## src/hdl/bwc_pkg.sv

```systemverilog
// ----------------------------------------------------------------------------
// bwc_pkg
// Shared types, constants and a helper function for the BMP window crop block.
// ----------------------------------------------------------------------------
package bwc_pkg;

    // Largest accepted source dimension in pixels or rows.
    localparam int C_MAX_DIM         = 4096;
    localparam int C_BYTES_PER_PIXEL = 3;
    localparam int C_ROW_ALIGN       = 4;
    localparam int C_BITS_PER_PIXEL  = 24;

    // Field and counter widths.
    localparam int C_BYTE_W   = 8;
    localparam int C_DIM_W    = 13;
    localparam int C_POS_W    = 12;
    localparam int C_CFG_IDX_W = 3;
    localparam int C_COL_W    = 14;   // byte position within a row
    localparam int C_ROW_W    = 12;   // stored row index
    localparam int C_STOP_W   = 16;   // window end byte position, before validation
    localparam int C_PAD_W    = 2;

    localparam logic [C_BYTE_W-1:0] C_PAD_BYTE = 8'h00;

    // Configuration register indexes.
    typedef enum logic [C_CFG_IDX_W-1:0] {
        CFG_SOURCE_WIDTH  = 3'd0,
        CFG_SOURCE_HEIGHT = 3'd1,
        CFG_WINDOW_X      = 3'd2,
        CFG_WINDOW_Y      = 3'd3,
        CFG_WINDOW_W      = 3'd4,
        CFG_WINDOW_H      = 3'd5
    } t_cfg_idx;

    // Raw configuration registers.
    typedef struct packed {
        logic [C_DIM_W-1:0] source_width;
        logic [C_DIM_W-1:0] source_height;
        logic [C_POS_W-1:0] window_x;
        logic [C_POS_W-1:0] window_y;
        logic [C_DIM_W-1:0] window_w;
        logic [C_DIM_W-1:0] window_h;
    } t_cfg_raw;

    // Values derived from the configuration, held in registers.
    typedef struct packed {
        logic                src_ok;        // source size is usable
        logic                win_ok;        // window lies inside the source
        logic [C_COL_W-1:0]  first_byte;    // first window byte within a row
        logic [C_STOP_W-1:0] last_byte;     // last window byte within a row
        logic [C_POS_W-1:0]  first_row;
        logic [C_COL_W-1:0]  last_row;
        logic [C_PAD_W-1:0]  win_pad;       // zero bytes after each window row
        logic [C_COL_W-1:0]  src_row_last;  // last byte index of a source row
        logic [C_ROW_W-1:0]  src_last_row;  // last stored row index
    } t_cfg_drv;

    // Results caused by one input transaction.
    typedef struct packed {
        logic                valid;
        logic                err;
        logic [C_BYTE_W-1:0] data;
        logic                last;
        logic [C_PAD_W-1:0]  pad;
        logic                pad_last;
    } t_result;

    localparam t_cfg_raw C_CFG_RESET = '{
        source_width:  13'd1,
        source_height: 13'd1,
        window_x:      12'd0,
        window_y:      12'd0,
        window_w:      13'd1,
        window_h:      13'd1
    };

    // Derive the compare values used per byte. Padding is (4 - 3*n mod 4) mod 4,
    // which reduces to n mod 4.
    function automatic t_cfg_drv f_derive(input t_cfg_raw c);
        t_cfg_drv             d;
        logic [C_COL_W-1:0]   x_end;
        logic [C_COL_W-1:0]   y_end;
        logic [C_STOP_W-1:0]  row_bytes;
        x_end = C_COL_W'(c.window_x) + C_COL_W'(c.window_w);
        y_end = C_COL_W'(c.window_y) + C_COL_W'(c.window_h);
        d.src_ok = (c.source_width != '0) && (c.source_height != '0) &&
                   (32'(c.source_width) <= C_MAX_DIM) &&
                   (32'(c.source_height) <= C_MAX_DIM);
        d.win_ok = d.src_ok && (c.window_w != '0) && (c.window_h != '0) &&
                   (x_end <= C_COL_W'(c.source_width)) &&
                   (y_end <= C_COL_W'(c.source_height));
        d.first_byte = C_COL_W'(c.window_x) * C_COL_W'(C_BYTES_PER_PIXEL);
        d.last_byte  = C_STOP_W'(x_end) * C_STOP_W'(C_BYTES_PER_PIXEL) - C_STOP_W'(1);
        d.first_row  = c.window_y;
        d.last_row   = y_end - C_COL_W'(1);
        d.win_pad    = c.window_w[C_PAD_W-1:0];
        row_bytes    = C_STOP_W'(c.source_width) * C_STOP_W'(C_BYTES_PER_PIXEL)
                       + C_STOP_W'(c.source_width[C_PAD_W-1:0]);
        d.src_row_last = C_COL_W'(row_bytes - C_STOP_W'(1));
        d.src_last_row = C_ROW_W'(c.source_height - C_DIM_W'(1));
        return d;
    endfunction

endpackage

```

## src/hdl/bwc_cfg.sv

```systemverilog
// ----------------------------------------------------------------------------
// bwc_cfg
// Configuration registers and the registered compare values derived from them.
// ----------------------------------------------------------------------------
module bwc_cfg (
    input  logic                                i_clk,
    input  logic                                i_rst_n,
    input  logic                                i_cfg_we,
    input  logic [bwc_pkg::C_CFG_IDX_W-1:0]     i_cfg_index,
    input  logic [bwc_pkg::C_DIM_W-1:0]         i_cfg_data,
    output bwc_pkg::t_cfg_drv                   o_drv
);

    bwc_pkg::t_cfg_raw r_raw;
    bwc_pkg::t_cfg_raw n_raw;
    bwc_pkg::t_cfg_drv r_drv;

    // Register write decode; unknown indexes change nothing.
    always_comb begin
        n_raw = r_raw;
        case (i_cfg_index)
            bwc_pkg::CFG_SOURCE_WIDTH:  n_raw.source_width  = i_cfg_data;
            bwc_pkg::CFG_SOURCE_HEIGHT: n_raw.source_height = i_cfg_data;
            bwc_pkg::CFG_WINDOW_X:      n_raw.window_x      = i_cfg_data[bwc_pkg::C_POS_W-1:0];
            bwc_pkg::CFG_WINDOW_Y:      n_raw.window_y      = i_cfg_data[bwc_pkg::C_POS_W-1:0];
            bwc_pkg::CFG_WINDOW_W:      n_raw.window_w      = i_cfg_data;
            bwc_pkg::CFG_WINDOW_H:      n_raw.window_h      = i_cfg_data;
            default: ;
        endcase
    end

    // Derived values are computed from the new contents so they are ready at once.
    always_ff @(posedge i_clk) begin
        if (!i_rst_n) begin
            r_raw <= bwc_pkg::C_CFG_RESET;
            r_drv <= bwc_pkg::f_derive(bwc_pkg::C_CFG_RESET);
        end else if (i_cfg_we) begin
            r_raw <= n_raw;
            r_drv <= bwc_pkg::f_derive(n_raw);
        end
    end

    assign o_drv = r_drv;

endmodule

```

## src/hdl/bwc_track.sv

```systemverilog
// ----------------------------------------------------------------------------
// bwc_track
// Byte and row counters of the source frame and the per-byte crop decision.
// ----------------------------------------------------------------------------
module bwc_track (
    input  logic                             i_clk,
    input  logic                             i_rst_n,
    input  logic                             i_new_frame,
    input  logic                             i_accept,
    input  logic [bwc_pkg::C_BYTE_W-1:0]     i_pixel_byte,
    input  bwc_pkg::t_cfg_drv                i_drv,
    output bwc_pkg::t_result                 o_result
);

    logic [bwc_pkg::C_COL_W-1:0] r_byte_in_row;
    logic [bwc_pkg::C_COL_W-1:0] n_byte_in_row;
    logic [bwc_pkg::C_ROW_W-1:0] r_row_index;
    logic [bwc_pkg::C_ROW_W-1:0] n_row_index;
    logic                        r_error_sent;
    logic                        n_error_sent;
    logic                        r_crop_done;
    logic                        n_crop_done;

    logic in_rows;
    logic in_cols;
    logic row_end;
    logic last_row;
    logic frame_wrap;

    // Position of the current byte against the window.
    assign in_rows  = (r_row_index >= i_drv.first_row) &&
                      (bwc_pkg::C_COL_W'(r_row_index) <= i_drv.last_row);
    assign in_cols  = (r_byte_in_row >= i_drv.first_byte) &&
                      (bwc_pkg::C_STOP_W'(r_byte_in_row) <= i_drv.last_byte);
    assign row_end  = (bwc_pkg::C_STOP_W'(r_byte_in_row) == i_drv.last_byte);
    assign last_row = (bwc_pkg::C_COL_W'(r_row_index) == i_drv.last_row);

    // Results for this byte and the flag updates.
    always_comb begin
        o_result     = '0;
        n_error_sent = r_error_sent;
        n_crop_done  = r_crop_done;
        if (!r_error_sent && !i_drv.win_ok) begin
            o_result.valid = 1'b1;
            o_result.err   = 1'b1;
            n_error_sent   = 1'b1;
        end else if (!r_error_sent && !r_crop_done && in_rows && in_cols) begin
            o_result.valid    = 1'b1;
            o_result.data     = i_pixel_byte;
            o_result.pad      = row_end ? i_drv.win_pad : '0;
            o_result.last     = row_end && last_row && (i_drv.win_pad == '0);
            o_result.pad_last = last_row;
            if (row_end && last_row) begin
                n_crop_done = 1'b1;
            end
        end
        // The end of the frame clears both flags for the next frame.
        if (frame_wrap) begin
            n_error_sent = 1'b0;
            n_crop_done  = 1'b0;
        end
    end

    // Counter advance; the end of the last source row starts a new frame.
    always_comb begin
        n_byte_in_row = r_byte_in_row;
        n_row_index   = r_row_index;
        frame_wrap    = 1'b0;
        if (i_drv.src_ok) begin
            if (r_byte_in_row == i_drv.src_row_last) begin
                n_byte_in_row = '0;
                if (r_row_index == i_drv.src_last_row) begin
                    n_row_index = '0;
                    frame_wrap  = 1'b1;
                end else begin
                    n_row_index = r_row_index + bwc_pkg::C_ROW_W'(1);
                end
            end else begin
                n_byte_in_row = r_byte_in_row + bwc_pkg::C_COL_W'(1);
            end
        end
    end

    always_ff @(posedge i_clk) begin
        if (!i_rst_n || i_new_frame) begin
            r_byte_in_row <= '0;
            r_row_index   <= '0;
            r_error_sent  <= 1'b0;
            r_crop_done   <= 1'b0;
        end else if (i_accept) begin
            r_byte_in_row <= n_byte_in_row;
            r_row_index   <= n_row_index;
            r_error_sent  <= n_error_sent;
            r_crop_done   <= n_crop_done;
        end
    end

endmodule

```

## src/hdl/bwc_emit.sv

```systemverilog
// ----------------------------------------------------------------------------
// bwc_emit
// Result register: sends the window byte, then any zero padding bytes.
// ----------------------------------------------------------------------------
module bwc_emit (
    input  logic                             i_clk,
    input  logic                             i_rst_n,
    input  logic                             i_load,
    input  bwc_pkg::t_result                 i_result,
    output logic                             o_free,
    output logic                             o_out_valid,
    input  logic                             i_out_ready,
    output logic [bwc_pkg::C_BYTE_W-1:0]     o_out_byte,
    output logic                             o_is_last,
    output logic                             o_window_error
);

    logic                         r_valid;
    logic [bwc_pkg::C_BYTE_W-1:0] r_byte;
    logic                         r_last;
    logic                         r_err;
    logic [bwc_pkg::C_PAD_W-1:0]  r_pad_left;
    logic                         r_pad_last;
    logic                         take;

    assign take   = r_valid && i_out_ready;
    assign o_free = !r_valid || (i_out_ready && (r_pad_left == '0));

    // Control part of the result register.
    always_ff @(posedge i_clk) begin
        if (!i_rst_n) begin
            r_valid    <= 1'b0;
            r_pad_left <= '0;
        end else if (take && (r_pad_left != '0)) begin
            r_pad_left <= r_pad_left - bwc_pkg::C_PAD_W'(1);
        end else if (i_load) begin
            r_valid    <= 1'b1;
            r_pad_left <= i_result.pad;
        end else if (take) begin
            r_valid <= 1'b0;
        end
    end

    // Payload part; a padding transaction replaces the byte with zero.
    always_ff @(posedge i_clk) begin
        if (take && (r_pad_left != '0)) begin
            r_byte <= bwc_pkg::C_PAD_BYTE;
            r_last <= r_pad_last && (r_pad_left == bwc_pkg::C_PAD_W'(1));
            r_err  <= 1'b0;
        end else if (i_load) begin
            r_byte     <= i_result.data;
            r_last     <= i_result.last;
            r_err      <= i_result.err;
            r_pad_last <= i_result.pad_last;
        end
    end

    assign o_out_valid    = r_valid;
    assign o_out_byte     = r_byte;
    assign o_is_last      = r_last;
    assign o_window_error = r_err;

    // An error result is a lone transaction without the last flag.
    a_err_alone: assert property (@(posedge i_clk) disable iff (!i_rst_n)
        (r_valid && r_err) |-> (!r_last && (r_pad_left == '0)))
        else $error("error result carries last flag or padding");

    // Pending padding keeps the result register busy and blocks new input.
    a_pad_blocks: assert property (@(posedge i_clk) disable iff (!i_rst_n)
        (r_pad_left != '0) |-> (r_valid && !o_free))
        else $error("padding pending while input is open");

    // A transaction taken with padding pending is followed by a zero byte.
    a_pad_zero: assert property (@(posedge i_clk) disable iff (!i_rst_n)
        (take && (r_pad_left != '0)) |=> (r_valid && (r_byte == bwc_pkg::C_PAD_BYTE)))
        else $error("padding byte is not zero");

endmodule

```

## src/hdl/bmp_window_crop.sv

```systemverilog
// ----------------------------------------------------------------------------
// bmp_window_crop
// Crops a pixel window out of the stored byte stream of a 24-bit BMP image and
// pads every output row to a multiple of four bytes.
//
//   Channel   Direction  Handshake                    Payload
//   input     in         i_in_valid / o_in_ready      i_pixel_byte
//   output    out        o_out_valid / i_out_ready    o_out_byte, o_is_last,
//                                                     o_window_error
//   config    in         i_cfg_we (no wait)           i_cfg_index, i_cfg_data
//
// One input byte is taken per cycle while the result register is free; its
// result is registered and shown in the next cycle. The last window byte of
// a row holds the input while the result register sends its 0 to 3 pad bytes.
// Reset is synchronous and active low; it restores the register defaults and
// starts a new frame, as does every configuration write.
// A stalled output only blocks input once the result register is occupied.
// ----------------------------------------------------------------------------
module bmp_window_crop (
    input  logic                             i_clk,
    input  logic                             i_rst_n,
    input  logic                             i_in_valid,
    output logic                             o_in_ready,
    input  logic [bwc_pkg::C_BYTE_W-1:0]     i_pixel_byte,
    output logic                             o_out_valid,
    input  logic                             i_out_ready,
    output logic [bwc_pkg::C_BYTE_W-1:0]     o_out_byte,
    output logic                             o_is_last,
    output logic                             o_window_error,
    input  logic                             i_cfg_we,
    input  logic [bwc_pkg::C_CFG_IDX_W-1:0]  i_cfg_index,
    input  logic [bwc_pkg::C_DIM_W-1:0]      i_cfg_data
);

    bwc_pkg::t_cfg_drv drv;
    bwc_pkg::t_result  result;
    logic              free;
    logic              accept;

    assign o_in_ready = free;
    assign accept     = i_in_valid && free;

    // Configuration registers.
    bwc_cfg u_cfg (
        .i_clk       (i_clk),
        .i_rst_n     (i_rst_n),
        .i_cfg_we    (i_cfg_we),
        .i_cfg_index (i_cfg_index),
        .i_cfg_data  (i_cfg_data),
        .o_drv       (drv)
    );

    // Frame position and crop decision.
    bwc_track u_track (
        .i_clk        (i_clk),
        .i_rst_n      (i_rst_n),
        .i_new_frame  (i_cfg_we),
        .i_accept     (accept),
        .i_pixel_byte (i_pixel_byte),
        .i_drv        (drv),
        .o_result     (result)
    );

    // Result register with padding insertion.
    bwc_emit u_emit (
        .i_clk          (i_clk),
        .i_rst_n        (i_rst_n),
        .i_load         (accept && result.valid),
        .i_result       (result),
        .o_free         (free),
        .o_out_valid    (o_out_valid),
        .i_out_ready    (i_out_ready),
        .o_out_byte     (o_out_byte),
        .o_is_last      (o_is_last),
        .o_window_error (o_window_error)
    );

endmodule

```

## config.mk

```make
export PLATFORM = sky130hd
export DESIGN_NAME = bmp_window_crop
export DESIGN_NICKNAME = d
export VERILOG_FILES = /design/src/hdl/bwc_pkg.sv /design/src/hdl/bwc_cfg.sv /design/src/hdl/bwc_track.sv /design/src/hdl/bwc_emit.sv /design/src/hdl/bmp_window_crop.sv
export SDC_FILE = /design/constraint.sdc
export NUM_CORES = 1
export LEC_CHECK = 0
export BUFFER_PORTS_ARGS = -buffer_cell sky130_fd_sc_hd__buf_4
export CORE_MARGIN = 2
export CORE_UTILIZATION = 25
export DETAILED_ROUTE_END_ITERATION = 6
export GPL_ROUTABILITY_DRIVEN = 1
export SLEW_MARGIN = 15
export SYNTH_ARGS = -nofsm -noshare
export SYNTH_HDL_FRONTEND = slang
export SYNTH_HIERARCHICAL = 1
export SYNTH_SLANG_ARGS = --single-unit
```

## constraint.sdc

```tcl
create_clock -name i_clk -period 18.4 [get_ports i_clk]
set_input_delay 3.68 -clock i_clk [delete_from_list [all_inputs] [get_ports i_clk]]
set_output_delay 3.68 -clock i_clk [all_outputs]
set_load 0.02 [all_outputs]
```

==> reports/qor.txt, run 1 <==
dpl ws: 9268 ps
Initial Utilization: 25.16%
part of the cycle the worst path needs: 47.59%
clk_skew: 12.93 ps
# rows: 87
Tmin final: 8756 ps
Max Fanout on Critical Path: 14
I/O pin total: 41
CTS tree: done
grt met1 use: 18.86%
P_leak: 6.590 nW
largest net degree at the start of global routing: 143
drt wl/cell: 15.66 µm
Worst Hold Path EP: u_cfg/r_raw[46]
Area Growth Syn to Fin: 10.17%
most frequent cell after synthesis: nor2_1
synthesized area per cell: 8.280 µm²
Distinct cells, synth: 82
Synth Cell Area: 14130 µm²
required time worst endpoint: 18710 ps
WP buf/inv: 2
CP arrival: 9070 ps
Hold Crit Start: u_cfg/r_raw[46]
slowest cell on the critical path: nor3b_4
hold_ws: 479.4 ps
fin cells: 2457
Clock transition at path regs: 80 ps
fmax: 114.2 MHz
M3 GR Usage: 2.087%
hold buffers post-CTS: 0
cells on worst reg2reg path: 19
via-per-instance ratio: 4.816
max incr delay on CP: 790 ps
Post-Route WL: 38.47 mm
Slew @ Worst Pin: 1134 ps
# port buffers: 40
GRT Residual Overflow: 0
CTS Sinks: 187
critical path launch point type: input pin
#FFs+latches synth: 187
Commonest cells post-synth: 204 x nor2_1, 185 x dfxtp_1, 170 x ha_1
Max-Cap Viols: 0
share of Yosys cell area claimed by the top area cell type: 26.20%
Die X: 241.8 µm
Ys Warns: 6
Worst R2R Setup Slack: 13580 ps
Routability Congestion: 0.9009
Nets: 1892
drt first pass iters: 5
CP Capture Type: flop
final hold violations: 0
sequential fraction of the synthesis area: 26.63%
Synth area leaders: dfxtp_1 26%, ha_1 15%, nor2_1 5.4%, mux2i_1 5.4%, xnor2_1 4.3%
area leader, netlist: dfxtp_1
WS Path Type: in -> reg
Final Power: 0.001376 W
vias in the first global route: 11347
RSZ-0062 raised after global routing: false
WHS Path Cells: 2
Mapped Cells: 1707
Async S/R FF share, synth: 0%
post-CTS sizing: 0
HPWL after DPL: 29.04 mm
status: completed
Inserted Diodes: 0
vias: 11832
first-pass GRT wire length: 61.70 mm
Synth Flop Type: dfxtp_1
Initial DRC Count: 834
Inst Count DP: 2425
layout cells sized above 1: 8.936%
total CTS buffers: 17
max-slew violation count: 0
Worst R2R End: u_cfg/o_drv[69]
Root Driver: clkbuf_16
initial antenna violation count: 1
setup bufs post-CTS: 0
ANT nets after route: 0
GRT busiest layer: met2
clock buffer depth: 2
chip height: 241.8 µm
worst-path cell chain: buf_4, nor3b_4, mux2i_1, inv_1, ha_1, a21oi_1, o21ai_0, mux2i_1, o311ai_1, or2_1, xnor2_1, ha_1, nand3_1, o311ai_0, a211oi_1, o41ai_1, xnor2_1, a21oi_1
Skew-Pair Late Insertion Delay: 450 ps
Critical R2R Launch: u_cfg/r_raw[38]
final worst-path setup slack: 9644 ps
die area: 58450 µm²
setup TNS: 0 ps
met2 global-route usage: 20.06%
kind of cell adding the most delay to the critical path: compound AO/OA/AOI/OAI gates
slew margin rel.: 24.43%
EDFF count, synth: 2
H-tree Lvls: 4
core area: 56170 µm²
Peak VDD IR: 0.06643 mV
Hold Crit Class: reg -> reg
gr usage total: 13.09%
Power Dens Cells: 88.35 nW/µm²
Setup-failing EPs final: 0
DR DRC count: 0
==> layer usage <==
metal,share of wire (%),wire [µm]
met3,4.8,1850
met1,50,19290
met5,0,0
met4,1.9,745
met2,43,16580
==> flip-flops by register name, indices dropped and copies added (netlist names), 2 cells and up <==
name                   cells
u_cfg/r_raw               64
u_emit/o_out_byte          8
u_track/r_row_index       12
u_track/r_byte_in_row     14
u_cfg/o_drv               81
u_emit/r_pad_left          2
==> kinds of logic after synthesis <==
logic type / Yosys count / synth area share, %
AO/OA/AOI/OAI: 332 / 15.11
AND/OR/NAND/NOR: 524 / 17.85
buffers and inverters: 229 / 6.914
multiplexers: 122 / 9.118
adder cells (fa/ha/maj): 176 / 15.83
other: 1 / 0.02653
XOR/XNOR: 136 / 8.525
flip-flops: 187 / 26.63
==> cell usage in the layout (no fill, tap or decap), types with 44 or more instances in the layout <==
cell / netlist / layout
nand2_1: 117 / 117
a21oi_1: 111 / 111
ha_1: 170 / 170
mux2i_1: 76 / 76
o21ai_0: 57 / 57
buf_4: 19 / 44
nor2_1: 204 / 204
dfxtp_1: 185 / 185
xnor2_1: 70 / 70
xor2_1: 65 / 65
a211oi_1: 60 / 60
inv_1: 144 / 143
==> how the worst max path moves through the flow <==
stage	start	endpoint	depth (start not counted)
finish	i_cfg_index[0]	u_cfg/o_drv[69]	18
global route	i_cfg_index[0]	u_cfg/o_drv[69]	21
CTS	i_cfg_index[0]	u_cfg/o_drv[69]	21
detailed placement	i_cfg_index[0]	u_cfg/o_drv[69]	20
global placement	i_cfg_index[0]	u_cfg/o_drv[69]	21
floorplan	i_cfg_index[1]	u_cfg/o_drv[69]	22
==> per-stage QoR <==
step                area [µm²]  utilization [%]
floorplan                14140                -
global placement         15000            26.70
CTS                      15570            27.72
finish                   15570            27.72
detailed placement       15000            26.70
global route             15570            27.72
==> power by group <==
part / internal [W] / leakage [nW] / total, W / switching, W
registers: 0.000444 / 1.54 / 0.000473 / 0.0000290
clock network: 0.000194 / 0.280 / 0.000364 / 0.000170
logic: 0.000221 / 4.77 / 0.000539 / 0.000318
==> area by class of cell <==
| type | instances | area [µm²] |
|---|---|---|
| tap | 756 | 945.9 |
| multi-input combinational | 1292 | 9402 |
| timing repair buffer | 45 | 341.6 |
| sequential | 187 | 3764 |
| fill | 6007 | 40600 |
| clock inverter | 10 | 76.32 |
| clock buffer | 22 | 495.5 |
| inverter | 145 | 546.8 |
==> worst min-delay path, delay by kind of cell (launching register included) <==
kind / cells / cell delay, ps
flops: 1 / 310
simple gates: 2 / 130
(Power assumes the default switching activity.)
==> run 2, diff against run 1 <==
==> constraint.sdc (replaced) <==
create_clock -name i_clk -period 7.7 [get_ports i_clk]
set_input_delay 1.54 -clock i_clk [delete_from_list [all_inputs] [get_ports i_clk]]
set_output_delay 1.54 -clock i_clk [all_outputs]
set_load 0.02 [all_outputs]
==> run 2 against run 1 <==
  * Via count up 0.61%
  * Critical path type unchanged
  * Highest routed layer unchanged
  * Hold slack lost 3.2 ps
  * Power increased by 140%
  * Clock-buffer cell count shrank 3
  * Clock skew grew 3.6 ps
==> reports/qor.txt, run 2 (synthesis results as in run 1) <==
Max Fanout on Critical Path: 12 (-2)
setup bufs post-CTS: 0 (unchanged)
core area: 56170 µm² (unchanged)
sequential share of power: 34.1% (-0.3 points)
Int Pwr: 0.002061 W (+140%)
GRT Residual Overflow: 0 (unchanged)
vias: 11904 (+0.61%)
cells on worst reg2reg path: 18 (-1)
HPWL after DPL: 29.28 mm (+0.83%)
Initial Utilization: 25.16% (unchanged)
RSZ-0062 raised after global routing: false
Clock transition at path regs: 70 ps (about the same)
WHS Path Cells: 2 (unchanged)
Area Growth Syn to Fin: 10.55%
Power Dens Cells: 212.2 nW/µm² (+140%)
part of the cycle the worst path needs: 83.76%
Net Switching: 0.001255 W (+140%)
Peak VDD IR: 0.1783 mV (+170%)
max-slew violation count: 0 (unchanged)
post-route cell area: 15630 µm² (+0.35%)
via-per-instance ratio: 4.835 (+0.40%)
clock buffer depth: 2 (unchanged)
Skew-Pair Late Insertion Delay: 460 ps (about the same)
# port buffers: 40 (unchanged)
hold buffers post-CTS: 0 (unchanged)
I/O pin total: 41 (unchanged)
ANT nets after route: 0 (unchanged)
setup TNS: 0 ps (unchanged)
commonest non-fill, non-tap cell in the layout: nor2_1
post-CTS sizing: 0 (unchanged)
CTS Sinks: 187 (unchanged)
Largest register FFs: 81 (unchanged)
final hold violations: 0 (unchanged)
fmax: 155.0 MHz
Tmin final: 6450 ps
final worst-path setup slack: 1250 ps (-8394 ps)
Max-Cap Viols: 0 (unchanged)
clock share of power: 27.1% (+0.7 points)
CP Capture Type: flop
Slew @ Worst Pin: 883.3 ps (-250.2 ps)
CTS tree: done
chip height: 241.8 µm (unchanged)
dpl ws: 1016 ps (-8252 ps)
Post-Route WL: 39.00 mm (+1.4%)
slew margin rel.: 41.11% (+17 points)
# rows: 87 (unchanged)
Initial DRC Count: 1029 (+23%)
Reg area: 3764 µm² (unchanged)
vias in the first global route: 11603 (+2.3%)
Root Driver: clkbuf_16
Fill cells: 6011 (+0.067%)
P_leak: 6.626 nW (+0.56%)
H-tree Lvls: 4 (unchanged)
gr usage total: 13.24% (+0.14 points)
drt wl/cell: 15.84 µm (+1.2%)
status: completed
most frequent cells in the layout: 204 x nor2_1, 185 x dfxtp_1, 170 x ha_1
required time worst endpoint: 8080 ps (-10630 ps)
Routability Congestion: 0.8554 (-5.1%)
part of the power in combinational logic: 38.8% (-0.4 points)
hold_ws: 476.2 ps (-3.161 ps)
total CTS buffers: 17 (unchanged)
first-pass GRT wire length: 62.35 mm (+1.1%)
dpl cell area: 15040 µm² (+0.25%)
Die X: 241.8 µm (unchanged)
initial antenna violation count: 1 (unchanged)
Nets: 1897 (+0.26%)
switching share of total power: 37.85% (+0.26 points)
largest net degree at the start of global routing: 85 (-41%)
CP arrival: 6830 ps (-2240 ps)
Setup-failing EPs final: 0 (unchanged)
DR DRC count: 0 (unchanged)
area of the multi-input gates: 9405 µm² (about the same)
Hold Crit Class: reg -> reg
drt first pass iters: 6 (+1)
WS Path Type: in -> reg
clk_skew: 16.49 ps (+3.561 ps)
die area: 58450 µm² (unchanged)
critical path launch point type: input pin
layout cells sized above 1: 9.267% (+0.33 points)
## run 2: changes by cell type in the layout (fill, tap and decap cells not counted)
| cell | change |
|---|---|
| buf_4 | +5 |
| inv_8 | +3 |
| clkinvlp_4 | -2 |
| bufinv_16 | +1 |
| clkbuf_1 | -1 |
| clkbuf_16 | -1 |
| clkbuf_8 | -1 |
| clkinv_2 | -1 |
| clkinv_4 | +1 |
| diode_2 | +1 |
| o21ai_1 | -1 |
| o21ai_2 | +1 |
## run 2: final timing paths
kind	from	endpoint	slack [ps]
worst min register to register	u_cfg/o_drv[67]	u_cfg/o_drv[67]	480
worst max register to register	u_cfg/r_raw[38]	u_cfg/o_drv[69]	2770
worst min-delay path	u_cfg/o_drv[67]	u_cfg/o_drv[67]	480
worst max-delay path	i_cfg_index[0]	u_cfg/o_drv[69]	1250
## run 2: per-stage QoR
stage,power (W),cells,utilization [%]
floorplan,0.002096,1708,-
detailed placement,0.002414,2430,26.77
global route,0.003544,2461,27.81
CTS,0.003328,2461,27.81
global placement,0.002377,2430,26.77
finish,0.003316,2462,27.82
## run 2: layout make-up
cell class,instances,area share [%]
clock buffer,19,2.899
inverter,145,3.499
timing repair buffer,50,2.426
sequential,187,24.09
multi-input combinational,1292,60.19
tap,756,6.054
antenna,1,0.01602
clock inverter,12,0.8248
## run 2: worst max-delay path, stage by stage
cell and delay [ps]:
buf_4 170, nor3b_4 310, buf_4 290, mux2i_1 650
inv_1 180, ha_1 380, a21o_1 210, o2111ai_1 180
a21oi_1 100, o21ai_0 170, nand2b_1 90, xnor2_1 340
ha_1 210, inv_1 40, ha_1 330, a21o_1 200
a21oi_1 300, o311ai_0 250, a211oi_1 430, o41ai_1 130
xnor2_1 130, a21oi_1 180
## run 2: power groups by stage
stage | combinational (W) | clock (W) | sequential (W)
floorplan | 0.000965 | 0 | 0.00113
global placement | 0.00123 | 0 | 0.00115
detailed placement | 0.00126 | 0 | 0.00115
CTS | 0.00127 | 0.000926 | 0.00113
global route | 0.00144 | 0.000964 | 0.00114
finish | 0.00128 | 0.000899 | 0.00113
## run 2: layer usage
metal	global-route usage, %	vias up	wire [µm]
li1	-	5931	-
met1	18.78	5652	19510
met2	20.52	278	16950
met3	2.198	43	1820
met4	3.758	0	723
met5	0	-	0
